**src/design/tbl_pkg.sv**
```systemverilog
// shared types and codes for the token bucket limiter
`default_nettype none

package tbl_pkg;

	// request modes as they arrive on the input word
	localparam logic [1:0] MODE_TRY     = 2'd0;
	localparam logic [1:0] MODE_ACQUIRE = 2'd1;
	localparam logic [1:0] MODE_QUERY   = 2'd2;

	// configuration register indexes
	localparam int         CFG_IDX_W        = 1;
	localparam logic [0:0] CFG_TOKEN_RATE   = 1'b0;
	localparam logic [0:0] CFG_BUCKET_DEPTH = 1'b1;

	// widths of the fixed fields
	localparam int PERMIT_W = 16;
	localparam int TICK_W   = 16;
	localparam int RATE_W   = 32;
	localparam int DEPTH_W  = 16;
	localparam int LEVEL_W  = 32;
	localparam int INC_W    = TICK_W + RATE_W;
	localparam int WIDE_W   = 48;

	// request class decided by the front end
	typedef enum logic [1:0] {
		CLS_TRY     = 2'd0,
		CLS_ACQUIRE = 2'd1,
		CLS_QUERY   = 2'd2
	} cls_t;

	localparam int CLS_W = 2;

	typedef struct packed {
		logic [1:0]          mode;
		logic [PERMIT_W-1:0] permits;
		logic [TICK_W-1:0]   elapsed_ticks;
	} req_t;

	typedef struct packed {
		logic               granted;
		logic [LEVEL_W-1:0] tokens_left;
		logic [LEVEL_W-1:0] wait_ticks;
	} rsp_t;

endpackage

`default_nettype wire

```
**src/design/tbl_fifo.sv**
```systemverilog
// small register queue between the front end and the back end
`default_nettype none

module tbl_fifo #(
	parameter int WIDTH = 8,
	parameter int DEPTH = 2
) (
	input  wire logic             clk,
	input  wire logic             arst_n,
	input  wire logic             push,
	input  wire logic [WIDTH-1:0] wdata,
	input  wire logic             pop,
	output logic      [WIDTH-1:0] rdata,
	output logic                  full,
	output logic                  empty
);

	localparam int AW = (DEPTH > 1) ? $clog2(DEPTH) : 1;
	localparam int CW = $clog2(DEPTH + 1);
	localparam logic [AW-1:0] LAST = AW'(DEPTH - 1);

	logic [WIDTH-1:0] mem_q [DEPTH];
	logic [AW-1:0]    wr_ptr_q;
	logic [AW-1:0]    rd_ptr_q;
	logic [CW-1:0]    count_q;
	logic             do_push;
	logic             do_pop;

	assign full    = (count_q == CW'(DEPTH));
	assign empty   = (count_q == '0);
	assign do_push = push && !full;
	assign do_pop  = pop && !empty;
	assign rdata   = mem_q[rd_ptr_q];

	always_ff @(posedge clk or negedge arst_n) begin
		if (!arst_n) begin
			wr_ptr_q <= '0;
			rd_ptr_q <= '0;
			count_q  <= '0;
		end else begin
			if (do_push) begin
				wr_ptr_q <= (wr_ptr_q == LAST) ? '0 : wr_ptr_q + AW'(1);
			end
			if (do_pop) begin
				rd_ptr_q <= (rd_ptr_q == LAST) ? '0 : rd_ptr_q + AW'(1);
			end
			if (do_push && !do_pop) begin
				count_q <= count_q + CW'(1);
			end else if (do_pop && !do_push) begin
				count_q <= count_q - CW'(1);
			end
		end
	end

	always_ff @(posedge clk) begin
		if (do_push) begin
			mem_q[wr_ptr_q] <= wdata;
		end
	end

endmodule

`default_nettype wire

```
**src/design/tbl_front.sv**
```systemverilog
// front end: takes request words, classifies them and works out the refill
`default_nettype none

module tbl_front #(
	parameter int FRAC_BITS = 16
) (
	input  wire logic                          clk,
	input  wire logic                          arst_n,
	input  wire logic                          in_valid,
	output logic                               in_stall,
	input  wire tbl_pkg::req_t                 in_word,
	input  wire logic [tbl_pkg::RATE_W-1:0]    rate_eff,
	output logic                               push,
	output logic [tbl_pkg::CLS_W+tbl_pkg::PERMIT_W+FRAC_BITS+tbl_pkg::INC_W-1:0] push_data,
	input  wire logic                          fifo_full
);

	localparam int NEED_W = tbl_pkg::PERMIT_W + FRAC_BITS;

	tbl_pkg::req_t req_s1;
	logic          valid_s1;
	logic          take;

	tbl_pkg::cls_t                cls;
	logic [NEED_W-1:0]            need;
	logic [tbl_pkg::INC_W-1:0]    inc;

	assign in_stall = valid_s1 && fifo_full;
	assign take     = in_valid && !in_stall;
	assign push     = valid_s1 && !fifo_full;

	always_comb begin
		unique case (req_s1.mode)
			tbl_pkg::MODE_TRY:     cls = tbl_pkg::CLS_TRY;
			tbl_pkg::MODE_ACQUIRE: cls = tbl_pkg::CLS_ACQUIRE;
			default:               cls = tbl_pkg::CLS_QUERY;
		endcase
	end

	// permits in token units, and tokens gained since the last word
	assign need = NEED_W'(req_s1.permits) << FRAC_BITS;
	assign inc  = tbl_pkg::INC_W'(req_s1.elapsed_ticks) * tbl_pkg::INC_W'(rate_eff);

	assign push_data = {cls, need, inc};

	always_ff @(posedge clk or negedge arst_n) begin
		if (!arst_n) begin
			valid_s1 <= 1'b0;
		end else if (take) begin
			valid_s1 <= 1'b1;
		end else if (push) begin
			valid_s1 <= 1'b0;
		end
	end

	always_ff @(posedge clk) begin
		if (take) begin
			req_s1 <= in_word;
		end
	end

endmodule

`default_nettype wire

```
**src/design/tbl_divider.sv**
```systemverilog
// bit-serial restoring divider for the wait estimate
`default_nettype none

module tbl_divider #(
	parameter int DIV_W = 32
) (
	input  wire logic                       clk,
	input  wire logic                       arst_n,
	input  wire logic                       start,
	input  wire logic [DIV_W-1:0]           dividend,
	input  wire logic [tbl_pkg::RATE_W-1:0] divisor,
	output logic                            done,
	output logic [DIV_W-1:0]                quotient
);

	localparam int RW = tbl_pkg::RATE_W;
	localparam int CW = $clog2(DIV_W + 1);

	logic [RW-1:0]    rem_q;
	logic [DIV_W-1:0] quo_q;
	logic [RW-1:0]    dvs_q;
	logic [CW-1:0]    cnt_q;
	logic             run_q;
	logic             done_q;

	logic [RW:0]      trial;
	logic [RW:0]      diff;
	logic             ge;

	// shift one dividend bit into the partial remainder per cycle
	assign trial = {rem_q, quo_q[DIV_W-1]};
	assign diff  = trial - {1'b0, dvs_q};
	assign ge    = (trial >= {1'b0, dvs_q});

	assign done     = done_q;
	assign quotient = quo_q;

	always_ff @(posedge clk or negedge arst_n) begin
		if (!arst_n) begin
			run_q  <= 1'b0;
			done_q <= 1'b0;
			cnt_q  <= '0;
		end else if (start) begin
			run_q  <= 1'b1;
			done_q <= 1'b0;
			cnt_q  <= CW'(DIV_W);
		end else if (run_q) begin
			cnt_q <= cnt_q - CW'(1);
			if (cnt_q == CW'(1)) begin
				run_q  <= 1'b0;
				done_q <= 1'b1;
			end
		end
	end

	always_ff @(posedge clk) begin
		if (start) begin
			rem_q <= '0;
			quo_q <= dividend;
			dvs_q <= divisor;
		end else if (run_q) begin
			rem_q <= ge ? diff[RW-1:0] : trial[RW-1:0];
			quo_q <= {quo_q[DIV_W-2:0], ge};
		end
	end

endmodule

`default_nettype wire

```
**src/design/tbl_back.sv**
```systemverilog
// back end: refill, admission decision, bucket state and result register
`default_nettype none

module tbl_back #(
	parameter int FRAC_BITS = 16
) (
	input  wire logic                           clk,
	input  wire logic                           arst_n,
	input  wire logic                           ent_valid,
	input  wire logic [tbl_pkg::CLS_W+tbl_pkg::PERMIT_W+FRAC_BITS+tbl_pkg::INC_W-1:0] ent_data,
	output logic                                pop,
	input  wire logic [tbl_pkg::RATE_W-1:0]     rate_eff,
	input  wire logic [tbl_pkg::LEVEL_W-1:0]    cap,
	input  wire logic                           fill,
	output logic                                out_valid,
	input  wire logic                           out_stall,
	output tbl_pkg::rsp_t                       out_word
);

	localparam int NEED_W = tbl_pkg::PERMIT_W + FRAC_BITS;
	localparam int ENT_W  = tbl_pkg::CLS_W + NEED_W + tbl_pkg::INC_W;
	localparam int LW     = tbl_pkg::LEVEL_W;
	localparam int WW     = tbl_pkg::WIDE_W;
	localparam logic [LW-1:0] LEVEL_RESET = LW'(1) << FRAC_BITS;
	localparam logic [WW-1:0] MAX32       = WW'(32'hFFFF_FFFF);

	typedef enum logic [1:0] {
		ST_REFILL,
		ST_DECIDE,
		ST_DIV
	} state_t;

	state_t                 state_q;
	logic [LW-1:0]          bucket_level_q;
	tbl_pkg::rsp_t          out_word_q;
	logic                   out_valid_q;
	tbl_pkg::cls_t          cls_s1;
	logic [NEED_W-1:0]      need_s1;
	logic [LW-1:0]          lvl_s1;

	tbl_pkg::cls_t             head_cls;
	logic [NEED_W-1:0]         head_need;
	logic [tbl_pkg::INC_W-1:0] head_inc;
	logic [tbl_pkg::INC_W:0]   sum;
	logic [LW-1:0]             capped;

	logic [WW-1:0]     need_w;
	logic [WW-1:0]     lvl_w;
	logic [WW-1:0]     deficit_w;
	logic              covers;
	logic              is_take;
	logic              grant;
	logic              deny_wait;
	logic [LW-1:0]     left;
	logic              out_free;

	logic              div_start;
	logic              div_done;
	logic [NEED_W-1:0] div_quo;
	logic [WW-1:0]     wait_w;
	logic [LW-1:0]     wait_sat;

	assign head_cls  = tbl_pkg::cls_t'(ent_data[ENT_W-1 -: tbl_pkg::CLS_W]);
	assign head_need = ent_data[tbl_pkg::INC_W +: NEED_W];
	assign head_inc  = ent_data[tbl_pkg::INC_W-1:0];

	// refill and clip at the burst cap
	assign sum    = (tbl_pkg::INC_W + 1)'(bucket_level_q) + (tbl_pkg::INC_W + 1)'(head_inc);
	assign capped = (sum > (tbl_pkg::INC_W + 1)'(cap)) ? cap : sum[LW-1:0];

	assign need_w    = WW'(need_s1);
	assign lvl_w     = WW'(lvl_s1);
	assign covers    = (lvl_w >= need_w);
	assign deficit_w = need_w - lvl_w;
	assign left      = lvl_s1 - need_w[LW-1:0];
	assign is_take   = (cls_s1 == tbl_pkg::CLS_TRY) || (cls_s1 == tbl_pkg::CLS_ACQUIRE);
	assign grant     = is_take && covers;
	assign deny_wait = (cls_s1 == tbl_pkg::CLS_ACQUIRE) && !covers;

	assign out_free  = !out_valid_q || !out_stall;
	assign pop       = (state_q == ST_REFILL) && ent_valid;
	assign div_start = (state_q == ST_DECIDE) && deny_wait;

	assign wait_w   = WW'(div_quo) + WW'(1);
	assign wait_sat = (wait_w > MAX32) ? '1 : wait_w[LW-1:0];

	assign out_valid = out_valid_q;
	assign out_word  = out_word_q;

	tbl_divider #(
		.DIV_W(NEED_W)
	) u_div (
		.clk     (clk),
		.arst_n  (arst_n),
		.start   (div_start),
		.dividend(deficit_w[NEED_W-1:0]),
		.divisor (rate_eff),
		.done    (div_done),
		.quotient(div_quo)
	);

	always_ff @(posedge clk or negedge arst_n) begin
		if (!arst_n) begin
			state_q        <= ST_REFILL;
			bucket_level_q <= LEVEL_RESET;
			out_valid_q    <= 1'b0;
			out_word_q     <= '0;
			cls_s1         <= tbl_pkg::CLS_QUERY;
			need_s1        <= '0;
			lvl_s1         <= '0;
		end else begin
			if (out_valid_q && !out_stall) begin
				out_valid_q <= 1'b0;
			end
			if (fill) begin
				bucket_level_q <= cap;
			end
			unique case (state_q)
				ST_REFILL: begin
					if (ent_valid) begin
						cls_s1  <= head_cls;
						need_s1 <= head_need;
						lvl_s1  <= capped;
						state_q <= ST_DECIDE;
					end
				end
				ST_DECIDE: begin
					if (deny_wait) begin
						bucket_level_q <= lvl_s1;
						state_q        <= ST_DIV;
					end else if (out_free) begin
						bucket_level_q         <= grant ? left : lvl_s1;
						out_word_q.granted     <= grant;
						out_word_q.tokens_left <= grant ? left : lvl_s1;
						out_word_q.wait_ticks  <= '0;
						out_valid_q            <= 1'b1;
						state_q                <= ST_REFILL;
					end
				end
				ST_DIV: begin
					if (div_done && out_free) begin
						out_word_q.granted     <= 1'b0;
						out_word_q.tokens_left <= lvl_s1;
						out_word_q.wait_ticks  <= wait_sat;
						out_valid_q            <= 1'b1;
						state_q                <= ST_REFILL;
					end
				end
				default: begin
					state_q <= ST_REFILL;
				end
			endcase
		end
	end

endmodule

`default_nettype wire

```
**src/design/token_bucket_limiter.sv**
```systemverilog
// top level of the token bucket admission limiter
//
// channel   direction  handshake                   word
// in        to block   in_valid / in_stall         tbl_pkg::req_t (mode, permits, elapsed)
// out       from block out_valid / out_stall       tbl_pkg::rsp_t (granted, level, wait)
// cfg       to block   cfg_we, cfg_index           cfg_wdata, no read-back
//
// a try, query or granted acquire goes through the back end loop
// (refill-and-cap state, then decide-and-update state); the front end
// registers each word ahead of it and keeps taking words into its queue
// a denied acquire also runs the bit-serial wait divider
// reset leaves the bucket full at one permit with a rate of one token per tick
// a stalled result holds the back end; the front end and queue still fill
`default_nettype none

module token_bucket_limiter #(
	parameter int FRAC_BITS = 16
) (
	input  wire logic                            clk,
	input  wire logic                            arst_n,
	input  wire logic                            in_valid,
	output logic                                 in_stall,
	input  wire tbl_pkg::req_t                   in_word,
	output logic                                 out_valid,
	input  wire logic                            out_stall,
	output tbl_pkg::rsp_t                        out_word,
	input  wire logic                            cfg_we,
	input  wire logic [tbl_pkg::CFG_IDX_W-1:0]   cfg_index,
	input  wire logic [tbl_pkg::RATE_W-1:0]      cfg_wdata
);

	localparam int NEED_W = tbl_pkg::PERMIT_W + FRAC_BITS;
	localparam int ENT_W  = tbl_pkg::CLS_W + NEED_W + tbl_pkg::INC_W;
	localparam int CAP_W  = tbl_pkg::DEPTH_W + FRAC_BITS;
	localparam int WW     = tbl_pkg::WIDE_W;
	localparam logic [tbl_pkg::RATE_W-1:0] RATE_ONE = tbl_pkg::RATE_W'(1) << FRAC_BITS;
	localparam logic [WW-1:0]              MAX32    = WW'(32'hFFFF_FFFF);

	// configuration registers
	logic [tbl_pkg::RATE_W-1:0]  rate_q;
	logic [tbl_pkg::DEPTH_W-1:0] depth_q;
	logic                        fill_q;

	logic [tbl_pkg::RATE_W-1:0]  rate_eff;
	logic [tbl_pkg::DEPTH_W-1:0] depth_eff;
	logic [CAP_W-1:0]            cap_full;
	logic [WW-1:0]               cap_w;
	logic [tbl_pkg::LEVEL_W-1:0] cap;

	// queue between front and back
	logic             push;
	logic [ENT_W-1:0] push_data;
	logic             fifo_full;
	logic             fifo_empty;
	logic             pop;
	logic [ENT_W-1:0] head_data;

	// a zero rate counts as one token per tick, a zero depth as one permit
	assign rate_eff  = (rate_q == '0) ? RATE_ONE : rate_q;
	assign depth_eff = (depth_q == '0) ? tbl_pkg::DEPTH_W'(1) : depth_q;

	// burst cap in token units, clipped to the level width
	assign cap_full = CAP_W'(depth_eff) << FRAC_BITS;
	assign cap_w    = WW'(cap_full);
	assign cap      = (cap_w > MAX32) ? '1 : cap_w[tbl_pkg::LEVEL_W-1:0];

	// a depth write refills the bucket from the new cap in the next cycle, unless a decide wins
	always_ff @(posedge clk or negedge arst_n) begin
		if (!arst_n) begin
			rate_q  <= RATE_ONE;
			depth_q <= tbl_pkg::DEPTH_W'(1);
			fill_q  <= 1'b0;
		end else begin
			fill_q <= 1'b0;
			if (cfg_we) begin
				unique case (cfg_index)
					tbl_pkg::CFG_TOKEN_RATE: begin
						rate_q <= cfg_wdata;
					end
					tbl_pkg::CFG_BUCKET_DEPTH: begin
						depth_q <= cfg_wdata[tbl_pkg::DEPTH_W-1:0];
						fill_q  <= 1'b1;
					end
					default: begin
						fill_q <= 1'b0;
					end
				endcase
			end
		end
	end

	tbl_front #(
		.FRAC_BITS(FRAC_BITS)
	) u_front (
		.clk      (clk),
		.arst_n   (arst_n),
		.in_valid (in_valid),
		.in_stall (in_stall),
		.in_word  (in_word),
		.rate_eff (rate_eff),
		.push     (push),
		.push_data(push_data),
		.fifo_full(fifo_full)
	);

	tbl_fifo #(
		.WIDTH(ENT_W),
		.DEPTH(2)
	) u_fifo (
		.clk   (clk),
		.arst_n(arst_n),
		.push  (push),
		.wdata (push_data),
		.pop   (pop),
		.rdata (head_data),
		.full  (fifo_full),
		.empty (fifo_empty)
	);

	tbl_back #(
		.FRAC_BITS(FRAC_BITS)
	) u_back (
		.clk      (clk),
		.arst_n   (arst_n),
		.ent_valid(!fifo_empty),
		.ent_data (head_data),
		.pop      (pop),
		.rate_eff (rate_eff),
		.cap      (cap),
		.fill     (fill_q),
		.out_valid(out_valid),
		.out_stall(out_stall),
		.out_word (out_word)
	);

endmodule

`default_nettype wire

```
**config.mk**
```make
export PLATFORM = sky130hd
export DESIGN_NAME = token_bucket_limiter
export DESIGN_NICKNAME = d
export VERILOG_FILES = /design/src/design/tbl_pkg.sv /design/src/design/tbl_fifo.sv /design/src/design/tbl_front.sv /design/src/design/tbl_divider.sv /design/src/design/tbl_back.sv /design/src/design/token_bucket_limiter.sv
export SDC_FILE = /design/constraint.sdc
export NUM_CORES = 2
export LEC_CHECK = 0
export BUFFER_PORTS_ARGS = -buffer_cell sky130_fd_sc_hd__buf_2
export CORE_MARGIN = 2
export CORE_UTILIZATION = 50
export DETAILED_ROUTE_END_ITERATION = 7
export GPL_TIMING_DRIVEN = 0
export PLACE_DENSITY_LB_ADDON = 0.05
export SETUP_SLACK_MARGIN = 0.5
export SLEW_MARGIN = 20
export SYNTH_ARGS = -nofsm -noshare
export SYNTH_HDL_FRONTEND = slang
export SYNTH_HIERARCHICAL = 1
export SYNTH_SLANG_ARGS = --single-unit
```
**constraint.sdc**
```tcl
create_clock -name clk -period 6.55 [get_ports clk]
set_input_delay 1.6375 -clock clk [delete_from_list [all_inputs] [get_ports clk]]
set_output_delay 1.6375 -clock clk [all_outputs]
set_load 0.05 [all_outputs]
```
* Word level (Yosys, flattened, before mapping)
Memory sizes are Yosys's and may differ from the RTL's.
Cells that the tools add are included.
** Cells by class
- Eq/ne operators :: 11
- Multiply operators :: 1
- Bitwise logic cells :: 2
- Add/sub/neg operators :: 10
- Magnitude comparators :: 5
- Reductions and logical operators :: 40
- Mux-type cells :: 46
** Operator list (count)
- $mux W32 :: 12
- $mux W65 :: 3
- $pmux W65 S2 :: 1
- $sub A32 B32 Y32 :: 3
- $add A32 B48 Y49 :: 1
- $gt A49 B32 Y1 :: 1
- $gt A48 B32 Y1 const B :: 1
- $mul A16 B32 Y48 :: 1
- $add A32 B1 Y33 const B :: 1
- $ge A33 B32 Y1 :: 1
- $ge A32 B32 Y1 :: 1
- $gt A32 B32 Y1 const B :: 1
- $logic_not A32 Y1 :: 1
- $mux W1 :: 18
- $logic_not A16 Y1 :: 1
- $mux W16 :: 1
- $logic_and A1 B1 Y1 :: 13
- $mux W2 :: 6
- $mux W6 :: 2
- $reduce_bool A2 Y1 :: 5
- $logic_not A1 Y1 :: 8
- $logic_not A2 Y1 :: 4
- $reduce_and A2 Y1 :: 4
- $eq A2 B1 Y1 const B :: 3
- other kinds (16) :: 22
** Storage, ports and cells
- Bits in registers :: 358
- Bits of input ports :: 72
- Memories :: 1
- RAM bits :: 132
- Output and inout bits :: 67
** Memory list
- u_fifo.mem_q :: depth 2, width 66, read ports 1, clocked after Yosys merged registers in 0, write ports 1, line tbl_fifo.sv:22 : logic [WIDTH-1:0] mem_q [DEPTH];

* Longest topological paths before layout
- Depth after elaboration :: 8
- Depth in mapped cells :: 26
- Gate-level depth less buffers :: 24

* Hierarchy
The synthesis kept the hierarchy.
** By module, submodules not included
- tbl_front :: area each 17424.2 um2, instances 1, sequential area each 1046.0 um2, cells each 1944
- tbl_back :: area each 14838.0 um2, instances 1, sequential area each 4156.5 um2, cells each 1799
- tbl_fifo :: area each 6463.7 um2, instances 1, sequential area each 5024.8 um2, cells each 274
- tbl_divider :: area each 6144.6 um2, instances 1, sequential area each 2762.6 um2, cells each 625
- token_bucket_limiter :: area each 2255.9 um2, instances 1, sequential area each 1228.7 um2, cells each 169

* Worst setup path after synthesis
Ideal clock, no wire load.
- Kind :: reg2reg
- Start point :: register rate_q[25] (netlist name)
- End point :: memory u_fifo/mem_q[0][38] (netlist name), data pin
- Period minus slack after synthesis :: 6.806 ns
- Setup time :: 0.265 ns
- Buffers on the path :: 1
- Slack :: -0.256 ns
- Arrival :: 6.541 ns
- Stages on the path, launching flop included :: 24
- Path through :: dfrtp_1 -> nor4_1 -> nand4_1 -> o21bai_1 -> clkbuf_1 -> nand2_1 -> fa_1 -> fa_1 -> fa_1 -> inv_1 -> fa_1 -> fa_1 -> inv_1 -> fa_1 -> inv_1 -> ha_1 -> nand3_1 -> or3_1 -> a211o_1 -> and3_1 -> a211o_1 -> o31a_1 -> o21ai_1 -> xor2_1
** Between the ends
- Longest elaborated chain between the ends :: 3
** RTL lines
- from (decl) :: line token_bucket_limiter.sv:40 : logic [tbl_pkg::RATE_W-1:0] rate_q;
- from (signal assigned) :: line token_bucket_limiter.sv:78 : rate_q <= cfg_wdata;
- $logic_not A32 Y1 :: line token_bucket_limiter.sv:59 : assign rate_eff = (rate_q == '0) ? RATE_ONE : rate_q;
- $mux W32 :: line token_bucket_limiter.sv:59
- net rate_eff (one bit) :: line token_bucket_limiter.sv:44 : logic [tbl_pkg::RATE_W-1:0] rate_eff;
- $mul A16 B32 Y48 :: line tbl_front.sv:42 : assign inc = tbl_pkg::INC_W'(req_s1.elapsed_ticks) * tbl_pkg::INC_W'(rate_eff);
- net push_data[38] :: line token_bucket_limiter.sv:52 : logic [ENT_W-1:0] push_data;
- to (decl) :: line tbl_fifo.sv:22
The timed path passes the listed nets, and every way through them passes these cells.

* Worst setup path after layout
- Start point :: register u_front/req_s1[12] (netlist name)
- End point :: memory u_fifo/mem_q[1][34] (netlist name), data pin
** Between the ends
- Longest elaborated chain between the ends :: 1
** RTL lines
- from (decl) :: line tbl_front.sv:20 : tbl_pkg::req_t req_s1;
- from (signal assigned) :: line tbl_front.sv:58 : req_s1 <= in_word;
- $mul A16 B32 Y48 :: line tbl_front.sv:42
- net push_data[34] :: line token_bucket_limiter.sv:52
The timed path passes the listed nets, and every way through them passes these cells.

==> metrics.md <==
| Metric | Value |
|---|---|
| CTS max path bufs | 3 |
| Gp weighted congestion | approximately 0.98 |
| Worst-path maximum fanout | 10 |
| Post-synth cell types | 97 |
| I/O pin total | 139 |
| Pins Over Slew Limit | 0 |
| Syn Area/Cell | between 9 and 10 µm² |
| Total CTS buffers | 66 |
| Commonest non-fill, non-tap cell in the layout | nand2_1 |
| Routed WL per cell | 23.0 µm |
| Die H | 311 µm |
| Post-route antenna net violation count | 0 |
| Worst reg2reg startpoint | u_front/req_s1[12]$_DFFE_PP_ |
| Fin nets | 5943 |
| Min-delay worst type | reg2reg |
| Outcome | finished with violations |
| Clock slew at reported path FFs | 0.06 ns |
| Number of synthesized flops with an enable pin | around 260 |
| Register area share after synthesis | slightly above 30% |
| Initial antenna violation count | 7 |
| Ys async rst share | 43.7% |
| Die Area | 96700 µm² |
| Wirelength, routed | 149000 µm |
| Crit path launch type | register |
| Vias per Instance | around 5.7 |
| P&R area growth vs syn | 14.4% |
| DR pass1 iterations | 6 |
| CTS tree | done |
| Max-cap viol count | 0 |
| Crit end category | register |
| Post-Syn Area | 47100 µm² |
| Vias after detailed routing | 36662 |
| Gr usage total | 30.8% |
| CP required | 6.92 ns |
| Fin util | between 50% and 60% |
| Root Buffer | clkbuf_16 |
| Worst-Margin Slew | a little over 1 ns |
| Worst hold start | u_back/u_div/rem_q[3]$_SDFFE_PP0P_ |
| Synth warn | 6 |
| Final Hold Fails | 0 |
| Clock skew | 0.0360 ns |
| Hold-fix buffers, CTS | 0 |
| Syn Inst Count | slightly below 5000 |
| PortBufs | 138 |
| Core Rows | 112 |
| Dpl hpwl | 118000 µm |
| Violated checks | negative setup slack |
| F_max | around 140 MHz |
| Largest net degree at the start of global routing | 80 |
| Fin crit share | 109% |
| Layout cells sized above 1 | 16.7% |
| Core area | 93300 µm² |
| Initial Utilization | 50.5% |
| Most frequent cells in the layout | nand2_1 (626), inv_1 (611), fa_1 (412), ha_1 (272), edfxtp_1 (262) |
| Starting DRT DRC Count | between 3000 and 4000 |
| Ys flop type | edfxtp_1 |
| First-pass GRT wire length | 226000 µm |
| Setup CP Type | reg2reg |
| Filler Cells Inserted | 8407 |
| Worst slew margin | 32.1% |
| Final setup violation count | 50 |
| Worst Reg-to-Reg Cells | 20 |
| Hold depth | 2 |
| Synth Register Bits | 522 |
| Clk Latency, worst-skew pair | between 0.6 and 0.7 ns |
| Vias in the first global route | 36309 |
| DRC | 0 |
| Clk sinks | approximately 520 |
| Post-place setup slack | -1.67 ns |
| Crit path arrival time | 7.54 ns |
| Setup_tns | -22.53 ns |
| Chip Width | ~310 µm |
| Hold_ws | 0.474 ns |
| Unrepaired setup endpoints after global routing | true |
| Overflow after GRT | 0 |
| Min Tclk post-route | around 7.2 ns |
| H-tree depth | 3 |
| Setup ws final | -0.612 ns |
| Worst Setup SP | u_front/req_s1[12]$_DFFE_PP_ |
[cell type report]
type,count,area (µm²),area share (%)
antenna,3,7.51,0.0139
buffer,311,1800,3.34
clock buffer,87,1860,3.44
clock inverter,34,379,0.704
inverter,616,2310,4.29
multi-input combinational,3424,30200,56.0
sequential,522,14200,26.4
tap,1254,1570,2.91
timing repair buffer,221,1570,2.92
[flip-flops by register name, indices dropped and copies added, names as in the netlist, 2 cells and up]
| name | flops |
|---|---|
| u_fifo/mem_q | 164 |
| u_back/out_word | 65 |
| rate_q | 32 |
| u_back/bucket_level_q | 32 |
| u_back/lvl_s1 | 32 |
| u_back/need_s1 | 32 |
| u_back/u_div/dvs_q | 32 |
| u_back/u_div/quotient | 32 |
| u_back/u_div/rem_q | 32 |
| u_front/req_s1 | 18 |
| depth_q | 16 |
| u_front/push_data | 16 |
| u_back/u_div/cnt_q | 6 |
| u_back/cls_s1 | 2 |
| u_back/state_q | 2 |
| u_fifo/count_q | 2 |
[stage by stage]
stage	instance area (µm²)	instances
global placement	49700	6265
CTS	53100	6438
global route	53900	6469
detailed placement	49900	6277
finish	53900	6472
floorplan	47400	4873
[critical path, cell delays in order, from the launching register on]
cell and delay, ns:
edfxtp_1 0.50, clkbuf_1 0.67, nand2_1 0.19, fa_1 0.56, inv_1 0.05, fa_1 0.50
fa_1 0.55, fa_1 0.52, fa_1 0.51, inv_1 0.05, fa_1 0.53, inv_2 0.06
ha_4 0.28, nand3_4 0.07, or3_4 0.39, a211o_1 0.27, and3_4 0.20, a211o_4 0.37
o31a_1 0.34, buf_4 0.16, xnor2_2 0.13
[path summary, 6_finish.rpt]
check	endpoint	slack [ns]
max	u_fifo/mem_q[1][34]$_DFFE_PP_	-0.61
min reg2reg	u_back/u_div/rem_q[4]$_SDFFE_PP0P_	0.47
max reg2reg	u_fifo/mem_q[1][34]$_DFFE_PP_	-0.61
min in group asynchronous	u_fifo/wr_ptr_q$_DFFE_PN0P_	0.92
min	u_back/u_div/rem_q[4]$_SDFFE_PP0P_	0.47
max in group asynchronous	rate_q[16]$_DFFE_PN1P_	4.35
[synthesized netlist by cell type, types with 36 or more instances]
cell type / number / share of area, %
inv_1: 616 / 4.9
xnor2_1: 101 / 1.9
buf_2: 36 / 0.38
xor2_1: 75 / 1.4
buf_4: 39 / 0.62
o21ai_0: 166 / 1.8
edfxtp_1: 262 / 17
clkbuf_1: 211 / 1.7
nand4_1: 59 / 0.78
o21ai_1: 38 / 0.40
a21o_1: 97 / 1.5
a21oi_1: 218 / 2.3
fa_1: 422 / 18
nand3_1: 57 / 0.61
and2_1: 225 / 3.0
a22o_1: 36 / 0.67
dfrtp_1: 224 / 12
nor2_1: 155 / 1.2
nand2_1: 633 / 5.0
ha_1: 287 / 7.6
mux2i_1: 96 / 2.0
mux2_4: 100 / 3.2
mux2_2: 77 / 1.8
[routing by layer]
metal	global-route usage [%]	vias to the layer above	part of all wire (%)
met5	0	-	0.0094
met4	10.8	2	3.5
met3	5.68	235	8.1
met2	46.9	1368	44
met1	44.0	18310	44
li1	-	16747	-
[kinds of logic after synthesis]
kind of cell | count (synthesis) | synth area share (%)
AND/OR/NAND/NOR | 1342 | 13.6
buffers and inverters | 927 | 8.22
AO/OA/AOI/OAI | 860 | 12.1
adder cells (fa/ha/maj) | 709 | 25.5
flip-flops | 522 | 30.2
multiplexers | 273 | 7.06
XOR/XNOR | 176 | 3.27
other | 2 | 0.0159
[timing repair]
item	in CTS	in global routing
buffers inserted	40	29
endpoints found under the setup margin	104	100
cloned	0	2
pin swaps	41	75
resized for setup	170	178
Power is left out: the tool's default activity adds up to more than one toggle a clock period on the data nets, which glitch-free logic cannot reach.
